===== config.mk =====
export PLATFORM = sky130hd
export DESIGN_NAME = alpha_over_blend_with_opacity
export DESIGN_NICKNAME = d
export VERILOG_FILES = /design/src/rtl/aob_pkg.sv /design/src/rtl/aob_fifo.sv /design/src/rtl/aob_front.sv /design/src/rtl/aob_back.sv /design/src/rtl/alpha_over_blend_with_opacity.sv
export SDC_FILE = /design/constraint.sdc
export NUM_CORES = 2
export LEC_CHECK = 0
export BUFFER_PORTS_ARGS = -buffer_cell sky130_fd_sc_hd__buf_2
export CAP_MARGIN = 20
export CORE_MARGIN = 2
export CORE_UTILIZATION = 55
export CTS_CLUSTER_SIZE = 25
export DETAILED_ROUTE_END_ITERATION = 7
export PLACE_DENSITY = 0.71
export SLEW_MARGIN = 20
export SYNTH_ARGS = -nofsm -noshare
export SYNTH_HDL_FRONTEND = slang
export SYNTH_HIERARCHICAL = 1
export SYNTH_SLANG_ARGS = --single-unit
export TNS_END_PERCENT = 100

===== constraint.sdc =====
create_clock -name clk_i -period 92.5 [get_ports clk_i]
set_input_delay 18.5 -clock clk_i [delete_from_list [all_inputs] [get_ports clk_i]]
set_output_delay 18.5 -clock clk_i [all_outputs]
set_load 0.1 [all_outputs]

===== src/rtl/aob_pkg.sv =====
// Types and constants of the alpha-over blend block.
package aob_pkg;

  localparam logic [7:0] MaxV     = 8'd255;
  localparam int         NumLanes = 3;
  localparam int         DivSteps = 8;
  localparam int         DenW     = 16;
  localparam int         RemW     = 24;
  localparam int         OpacityW = 9;

  typedef struct packed {
    logic [7:0] src_red;
    logic [7:0] src_green;
    logic [7:0] src_blue;
    logic [7:0] src_alpha;
    logic [7:0] dst_red;
    logic [7:0] dst_green;
    logic [7:0] dst_blue;
    logic [7:0] dst_alpha;
  } aob_in_t;

  typedef struct packed {
    logic [7:0] out_red;
    logic [7:0] out_green;
    logic [7:0] out_blue;
    logic [7:0] out_alpha;
  } aob_out_t;

  typedef enum logic [1:0] {
    CLS_BLEND    = 2'd0,
    CLS_PASS_DST = 2'd1,
    CLS_PASS_SRC = 2'd2
  } aob_cls_e;

  // Classified request between front and back.
  typedef struct packed {
    aob_cls_e   cls;
    logic [7:0] sa;
    aob_in_t    pix;
  } aob_mid_t;

  // One stage of the divider pipeline, three color lanes.
  typedef struct packed {
    aob_cls_e                          cls;
    aob_out_t                          pass;
    logic [DenW-1:0]                   den;
    logic [NumLanes-1:0][RemW-1:0]     rem;
    logic [NumLanes-1:0][DivSteps-1:0] quot;
  } aob_div_t;

endpackage


===== src/rtl/aob_fifo.sv =====
// Small register queue with push/full and pop/empty sides.
module aob_fifo #(
  parameter int Width = 8,
  parameter int Depth = 2
) (
  input  logic             clk_i,
  input  logic             rst_ni,
  input  logic             push_i,
  input  logic [Width-1:0] data_i,
  output logic             full_o,
  input  logic             pop_i,
  output logic [Width-1:0] data_o,
  output logic             empty_o
);

  localparam int PtrW = $clog2(Depth);
  localparam int CntW = $clog2(Depth + 1);

  logic [Width-1:0] mem_q [Depth];
  logic [PtrW-1:0]  wr_ptr_q, wr_ptr_d, rd_ptr_q, rd_ptr_d;
  logic [CntW-1:0]  cnt_q, cnt_d;
  logic             do_push, do_pop;

  assign full_o  = (cnt_q == CntW'(Depth));
  assign empty_o = (cnt_q == '0);
  assign do_push = push_i && !full_o;
  assign do_pop  = pop_i && !empty_o;
  assign data_o  = mem_q[rd_ptr_q];

  always_comb begin
    wr_ptr_d = wr_ptr_q;
    rd_ptr_d = rd_ptr_q;
    cnt_d    = cnt_q;
    if (do_push) begin
      wr_ptr_d = (wr_ptr_q == PtrW'(Depth - 1)) ? '0 : wr_ptr_q + 1'b1;
    end
    if (do_pop) begin
      rd_ptr_d = (rd_ptr_q == PtrW'(Depth - 1)) ? '0 : rd_ptr_q + 1'b1;
    end
    if (do_push && !do_pop) begin
      cnt_d = cnt_q + 1'b1;
    end else if (do_pop && !do_push) begin
      cnt_d = cnt_q - 1'b1;
    end
  end

  always_ff @(posedge clk_i or negedge rst_ni) begin
    if (!rst_ni) begin
      wr_ptr_q <= '0;
      rd_ptr_q <= '0;
      cnt_q    <= '0;
    end else begin
      wr_ptr_q <= wr_ptr_d;
      rd_ptr_q <= rd_ptr_d;
      cnt_q    <= cnt_d;
    end
  end

  always_ff @(posedge clk_i) begin
    if (do_push) begin
      mem_q[wr_ptr_q] <= data_i;
    end
  end

endmodule


===== src/rtl/aob_front.sv =====
// Front end: opacity register, effective alpha and request classification.
module aob_front import aob_pkg::*; (
  input  logic                clk_i,
  input  logic                rst_ni,
  input  logic                cfg_we_i,
  input  logic [OpacityW-1:0] cfg_wdata_i,
  input  aob_in_t             item_i,
  output aob_mid_t            mid_o
);

  logic [OpacityW-1:0] opacity_q;
  logic [16:0]         alpha_prod;
  logic [8:0]          sa_wide;
  logic [7:0]          sa;

  always_ff @(posedge clk_i or negedge rst_ni) begin
    if (!rst_ni) begin
      opacity_q <= OpacityW'(256);
    end else if (cfg_we_i) begin
      opacity_q <= cfg_wdata_i;
    end
  end

  always_comb begin
    alpha_prod = 17'(item_i.src_alpha) * 17'(opacity_q);
    sa_wide    = alpha_prod[16:8];
    // opacity above 256 can push sa past full scale
    sa         = (sa_wide > 9'(MaxV)) ? MaxV : sa_wide[7:0];
    mid_o.sa   = sa;
    mid_o.pix  = item_i;
    if (sa == 8'd0) begin
      mid_o.cls = CLS_PASS_DST;
    end else if (sa == MaxV) begin
      mid_o.cls = CLS_PASS_SRC;
    end else begin
      mid_o.cls = CLS_BLEND;
    end
  end

endmodule


===== src/rtl/aob_back.sv =====
// Back end: weight computation, products and pipelined restoring divider.
module aob_back import aob_pkg::*; (
  input  logic     clk_i,
  input  logic     rst_ni,
  input  aob_mid_t mid_i,
  input  logic     mid_empty_i,
  output logic     mid_pop_o,
  output aob_out_t res_o,
  output logic     res_push_o,
  input  logic     res_full_i
);

  typedef struct packed {
    aob_cls_e   cls;
    logic [7:0] sa;
    aob_in_t    pix;
    logic [15:0] p;
  } aob_s1_t;

  typedef struct packed {
    aob_cls_e        cls;
    logic [7:0]      sa;
    logic [7:0]      da;
    logic [DenW-1:0] den;
    aob_in_t         pix;
  } aob_s2_t;

  typedef struct packed {
    aob_cls_e                      cls;
    logic [DenW-1:0]               den;
    aob_in_t                       pix;
    logic [NumLanes-1:0][15:0]     prod_s;
    logic [NumLanes-1:0][15:0]     prod_d;
  } aob_s3_t;

  aob_s1_t  s1_q, s1_d;
  aob_s2_t  s2_q, s2_d;
  aob_s3_t  s3_q, s3_d;
  aob_div_t div_q [DivSteps+1];
  aob_div_t div_d [DivSteps+1];
  logic     v1_q, v2_q, v3_q;
  logic [DivSteps:0] dv_q;
  logic     adv;

  // whole pipeline moves unless the last stage is blocked by the result queue
  assign adv        = !dv_q[DivSteps] || !res_full_i;
  assign mid_pop_o  = adv && !mid_empty_i;
  assign res_push_o = dv_q[DivSteps] && adv;

  // stage 1: (255 - sa) * dst_alpha
  always_comb begin
    logic [7:0] inv_sa;
    inv_sa   = MaxV - mid_i.sa;
    s1_d.cls = mid_i.cls;
    s1_d.sa  = mid_i.sa;
    s1_d.pix = mid_i.pix;
    s1_d.p   = 16'(inv_sa) * 16'(mid_i.pix.dst_alpha);
  end

  // stage 2: da = p / 255, den = 255*sa + p
  always_comb begin
    logic [16:0] div_acc;
    div_acc  = 17'(s1_q.p) + 17'(s1_q.p[15:8]) + 17'd1;
    s2_d.cls = s1_q.cls;
    s2_d.sa  = s1_q.sa;
    s2_d.pix = s1_q.pix;
    s2_d.da  = div_acc[15:8];
    s2_d.den = DenW'((17'(s2_d.sa) << 8) - 17'(s1_q.sa) + 17'(s1_q.p));
  end

  // stage 3: per-lane products
  always_comb begin
    logic [NumLanes-1:0][7:0] s_ch;
    logic [NumLanes-1:0][7:0] d_ch;
    s_ch     = {s2_q.pix.src_red, s2_q.pix.src_green, s2_q.pix.src_blue};
    d_ch     = {s2_q.pix.dst_red, s2_q.pix.dst_green, s2_q.pix.dst_blue};
    s3_d.cls = s2_q.cls;
    s3_d.den = s2_q.den;
    s3_d.pix = s2_q.pix;
    for (int l = 0; l < NumLanes; l++) begin
      s3_d.prod_s[l] = 16'(s_ch[l]) * 16'(s2_q.sa);
      s3_d.prod_d[l] = 16'(d_ch[l]) * 16'(s2_q.da);
    end
  end

  // stage 4: numerator 255 * sum, pick the pass pixel
  always_comb begin
    logic [16:0] sum;
    logic [24:0] num;
    div_d[0].cls  = s3_q.cls;
    div_d[0].den  = s3_q.den;
    div_d[0].quot = '0;
    div_d[0].rem  = '0;
    for (int l = 0; l < NumLanes; l++) begin
      sum = 17'(s3_q.prod_s[l]) + 17'(s3_q.prod_d[l]);
      num = (25'(sum) << 8) - 25'(sum);
      div_d[0].rem[l] = num[RemW-1:0];
    end
    case (s3_q.cls)
      CLS_PASS_SRC: div_d[0].pass = {s3_q.pix.src_red, s3_q.pix.src_green,
                                     s3_q.pix.src_blue, s3_q.pix.src_alpha};
      default:      div_d[0].pass = {s3_q.pix.dst_red, s3_q.pix.dst_green,
                                     s3_q.pix.dst_blue, s3_q.pix.dst_alpha};
    endcase
  end

  // one quotient bit per stage; the quotient is known to fit in 8 bits
  for (genvar k = 0; k < DivSteps; k++) begin : g_div
    localparam int Sh = DivSteps - 1 - k;
    always_comb begin
      logic [RemW-1:0] trial;
      div_d[k+1] = div_q[k];
      trial      = RemW'(div_q[k].den) << Sh;
      for (int l = 0; l < NumLanes; l++) begin
        if (div_q[k].rem[l] >= trial) begin
          div_d[k+1].rem[l]  = div_q[k].rem[l] - trial;
          div_d[k+1].quot[l] = {div_q[k].quot[l][DivSteps-2:0], 1'b1};
        end else begin
          div_d[k+1].quot[l] = {div_q[k].quot[l][DivSteps-2:0], 1'b0};
        end
      end
    end
  end

  always_comb begin
    unique case (div_q[DivSteps].cls)
      CLS_BLEND: begin
        res_o.out_red   = div_q[DivSteps].quot[2];
        res_o.out_green = div_q[DivSteps].quot[1];
        res_o.out_blue  = div_q[DivSteps].quot[0];
        res_o.out_alpha = MaxV;
      end
      default: res_o = div_q[DivSteps].pass;
    endcase
  end

  always_ff @(posedge clk_i or negedge rst_ni) begin
    if (!rst_ni) begin
      v1_q <= 1'b0;
      v2_q <= 1'b0;
      v3_q <= 1'b0;
      dv_q <= '0;
    end else if (adv) begin
      v1_q <= !mid_empty_i;
      v2_q <= v1_q;
      v3_q <= v2_q;
      dv_q <= {dv_q[DivSteps-1:0], v3_q};
    end
  end

  always_ff @(posedge clk_i) begin
    if (adv) begin
      s1_q <= s1_d;
      s2_q <= s2_d;
      s3_q <= s3_d;
      for (int k = 0; k <= DivSteps; k++) begin
        div_q[k] <= div_d[k];
      end
    end
  end

endmodule


===== src/rtl/alpha_over_blend_with_opacity.sv =====
// Top level of the alpha-over blend block with global opacity.
// Usage:
//  - Input queue side: drive item_i and raise push_i; the request is taken
//    on a clock edge with push_i high and full_o low.
//  - Result queue side: while empty_o is low, result_o holds the oldest
//    result; raise pop_i to take it.
//  - cfg_we_i writes cfg_wdata_i to the opacity register (256 = opaque);
//    write only while no request is in flight.
// Timing:
//  - One request per clock sustained while nothing stalls; the front
//    classifies in the accept cycle, the back runs a 12-stage pipeline
//    (weights, products, and an 8-step restoring divider, one quotient
//    bit per stage).
// Reset: queues and pipeline empty, opacity = 256.
// Stall: when pop_i stays low the result queue fills, the back pipeline
//  freezes, the middle queue fills and full_o rises. Nothing is dropped.
module alpha_over_blend_with_opacity import aob_pkg::*; #(
  parameter int MidDepth = 4,
  parameter int OutDepth = 2
) (
  input  logic                clk_i,
  input  logic                rst_ni,
  input  logic                push_i,
  output logic                full_o,
  input  aob_in_t             item_i,
  output logic                empty_o,
  input  logic                pop_i,
  output aob_out_t            result_o,
  input  logic                cfg_we_i,
  input  logic [OpacityW-1:0] cfg_wdata_i
);

  localparam int MidW = $bits(aob_mid_t);
  localparam int OutW = $bits(aob_out_t);

  aob_mid_t        mid_in;
  logic [MidW-1:0] mid_raw;
  logic            mid_empty, mid_pop;
  aob_out_t        res;
  logic            res_push, res_full;
  logic [OutW-1:0] out_raw;

  // classify at accept
  aob_front u_front (
    .clk_i       (clk_i),
    .rst_ni      (rst_ni),
    .cfg_we_i    (cfg_we_i),
    .cfg_wdata_i (cfg_wdata_i),
    .item_i      (item_i),
    .mid_o       (mid_in)
  );

  // decouples front from back
  aob_fifo #(
    .Width (MidW),
    .Depth (MidDepth)
  ) u_mid_fifo (
    .clk_i   (clk_i),
    .rst_ni  (rst_ni),
    .push_i  (push_i),
    .data_i  (mid_in),
    .full_o  (full_o),
    .pop_i   (mid_pop),
    .data_o  (mid_raw),
    .empty_o (mid_empty)
  );

  aob_back u_back (
    .clk_i       (clk_i),
    .rst_ni      (rst_ni),
    .mid_i       (aob_mid_t'(mid_raw)),
    .mid_empty_i (mid_empty),
    .mid_pop_o   (mid_pop),
    .res_o       (res),
    .res_push_o  (res_push),
    .res_full_i  (res_full)
  );

  // result queue; the back stalls only when this queue is full and its last stage holds a result
  aob_fifo #(
    .Width (OutW),
    .Depth (OutDepth)
  ) u_out_fifo (
    .clk_i   (clk_i),
    .rst_ni  (rst_ni),
    .push_i  (res_push),
    .data_i  (res),
    .full_o  (res_full),
    .pop_i   (pop_i),
    .data_o  (out_raw),
    .empty_o (empty_o)
  );

  assign result_o = aob_out_t'(out_raw);

endmodule


==> key figures <==
Routing
  – Total wire length: 230000 um
  – Via count: 61771
  – TritonRoute pass-1 iters: 8
  – DRC viols: 0
  – First DRT Iteration DRCs: 4493
  – Vias/cell: 5.67
  – WL/cell: 21.1 um
  – Antenna Nets Post-Route: 0

Clocking
  – CTS tree: built
  – CTS Buffer Depth: 3
  – Resize count post-CTS: 0
  – Worst-path clk slew: 0.06 ns
  – Post-cts hold buffer count: 0
  – Post-CTS Setup Bufs: 0
  – Worst skew pair latency: 0.85 ns
  – CTS buffer count: 190
  – Clock sinks: 1876
  – H-Tree Depth: 4
  – CTS root buf: clkbuf_16

STA
  – Final period util: 24.9%
  – Slew Limit Headroom: 21.2%
  – Period minus WS final: 23.06 ns
  – Final setup viols: 0
  – Final Hold Vio Count: 0
  – RSZ-0062 raised after global routing: no
  – Final Skew: 0.0773 ns
  – Fmax: 43.4 MHz
  – Setup TNS: 0 ns
  – Worst Tran Pin Value: 1.18 ns
  – Fin. max-slew vios: 0

Worst setup path
  – CP Launch Type: input pin
  – Crit-path max FO: 13
  – Worst reg2reg startpoint: u_mid_fifo/rd_ptr_q[0]
  – Crit path kind: input pin to flop
  – Crit. End Element: flop
  – Reg-to-Reg End: u_back/s1_q[15]
  – Worst r2r path cells: 22
  – WP data required: 93.10 ns
  – Worst path arrival time: 23.65 ns
  – R2R setup slack: 85.53 ns

Floorplanning
  – I/O pin total: 112
  – Die Y-Extent: 438 um
  – Core area: 187000 um2
  – Die area: 191000 um2
  – Die Wd: 438 um
  – Starting density of the core: 55.2%
  – Core Rows: 159

Placement
  – Placer Congestion: 0.964
  – I/O Buffers: 111
  – Post-DP HPWL: 172000 um

Min path
  – Min-Delay Endpoint: u_back/div_q[0][198]
  – Hold Path Origin: u_back/div_q[0][52]
  – Worst hold path class: flop to flop
  – WHS Path Cells: 0

Layout
  – NumNets Final: 9412
  – Fillers: 14311
  – Commonest cells after routing, fill and taps aside: edfxtp_1 (1844), inv_1 (816), ha_1 (779)
  – Multi-input logic area: 43100 um2
  – Area growth, synth to finish: 9.11%
  – Storage element area: 56200 um2
  – Most common cell after layout, fill and taps aside: edfxtp_1
  – Layout cell share with drive strength beyond 1: 9.07%

Yosys
  – Most used DFF post-synth: edfxtp_1
  – Asr flop ratio synth: 1.71%
  – Seq/Total Area, Yosys: 54.3%
  – Yosys top cell area share: 53.5%
  – Cell Area, Synth: 103000 um2
  – Post-synth EDFFs: 1844
  – Seq cells post-synth: 1876
  – Mapped Cells: 8092
  – Synth cell types: 106
  – Mapped Avg Cell Area: 12.8 um2
  – Synth area leaders: edfxtp_1 (54%), ha_1 (9.4%), fa_1 (6.2%), inv_1 (3.0%), xnor2_1 (2.7%)
  – Area leader, netlist: edfxtp_1
  – Syn Nets: 9268
  – Yosys warns: 6

Run status
  – Status: finished clean

GRT
  – Antenna violations before repair: 12
  – Pin count of the biggest net entering global routing: 180
  – GR Overflow Total: 0
  – Gr usage total: 24.1%
  – Vias in the first global route: 62297
  – First-pass GRT wire length: 356000 um

Job
  – MaxCap Viol Count: 0
layout make-up:
| type | count | share of cell area (%) |
|---|---|---|
| diodes | 6 | 0.0133 |
| multi-input cells | 5190 | 38.2 |
| well taps | 2495 | 2.77 |
| clock buffers | 229 | 4.38 |
| clock inverters | 125 | 1.27 |
| flip-flops and latches | 1876 | 49.8 |
| repair buffers | 161 | 0.894 |
| inverters | 817 | 2.72 |
critical path: stages:
cell,delay (ns)
buf_2,0.25
nand2_1,0.12
fa_1,0.53
fa_1,0.54
inv_1,0.05
fa_1,0.47
inv_1,0.05
fa_1,0.47
inv_1,0.04
ha_1,0.33
a2111oi_0,0.56
o21ai_2,0.16
a31oi_1,0.23
xor2_1,0.12
or4_1,0.52
or4_1,0.40
o21ai_1,0.30
layer usage:
| metal | vias to the layer above | track usage, % | share of wire (%) |
|---|---|---|---|
| li1 | 29313 | - | - |
| met3 | 387 | 2.93 | 4.7 |
| met5 | - | 0 | 0 |
| met2 | 1634 | 41.2 | 50 |
| met4 | 0 | 8.75 | 3.6 |
| met1 | 30437 | 31.7 | 42 |
registers in the layout (all words and copies together), names as in the netlist, 2 cells and up:
register and flops:
u_front/opacity_q 9, u_back/s2_q 98, u_back/div_d 18, u_mid_fifo/rd_ptr_q 2
u_out_fifo/mem_q 64, u_back/div_q 1118, u_mid_fifo/mem_q 296, u_back/s1_q 90
u_mid_fifo/wr_ptr_q 2, u_out_fifo/cnt_q 2, u_back/dv_q 9, u_back/s3_q 160
u_mid_fifo/cnt_q 3
cell usage after synthesis, types with 23 or more instances:
cell type / instances
a21o_1: 151
clkbuf_1: 102
o21bai_1: 52
nor3_1: 95
xnor2_1: 315
or3_1: 28
nor2_1: 352
nand3_1: 86
dfrtp_1: 31
nand4_1: 53
o31ai_1: 77
o21ai_0: 358
mux4_2: 74
and3_1: 23
a31oi_1: 33
buf_4: 67
xor2_1: 190
mux2_4: 29
nor2b_1: 129
fa_1: 319
nor4_1: 46
mux2_2: 118
edfxtp_1: 1844
ha_1: 779
a21boi_0: 57
and2_1: 376
or2_2: 33
a211oi_1: 30
inv_1: 816
nand2_1: 528
mux2i_1: 28
a21oi_1: 414
o21a_1: 56
nand2b_1: 94
logic make-up after synthesis:
kind of cell,Yosys count,share of synthesized area [%]
and+or+nand+nor,1930,9.50
xor gates and xnor gates,507,4.32
DFF,1876,54.3
muxes,251,3.61
buffers and inverters,1026,4.15
AOI/OAI and AO/OA,1398,8.44
adders and majority gates,1104,15.7
stage by stage:
step | instances | instance area, um2 | utilization (%) | hold WS (ns) | setup slack, ns
finish | 10899 | 113000 | 60.3 | 0.400 | 69.44
CTS | 10891 | 113000 | 60.2 | 0.392 | 69.51
detailed placement | 10537 | 106000 | 56.8 | 0.405 | 68.62
global route | 10894 | 113000 | 60.3 | 0.403 | 69.20
global placement | 10536 | 106000 | 56.8 | 0.400 | 68.60
floorplan | 8092 | 103000 | - | 0.400 | 46.35
worst max-delay path by stage:
stage	startpoint	endpoint	slack (ns)	cells past startpoint
2_1_floorplan	u_out_fifo/cnt_q[0]	u_back/dv_q[0]	46.35	5
3_3_place_gp	item_i[34]	u_mid_fifo/mem_q[0][73]	68.60	17
3_5_place_dp	item_i[34]	u_mid_fifo/mem_q[0][73]	68.62	17
4_1_cts	item_i[34]	u_mid_fifo/mem_q[0][73]	69.51	17
5_1_grt	item_i[35]	u_mid_fifo/mem_q[0][73]	69.20	17
6_report	item_i[34]	u_mid_fifo/mem_q[0][73]	69.44	17
Power is left out: the tool's default activity adds up to more than one toggle a clock period on the data nets, which glitch-free logic cannot reach.
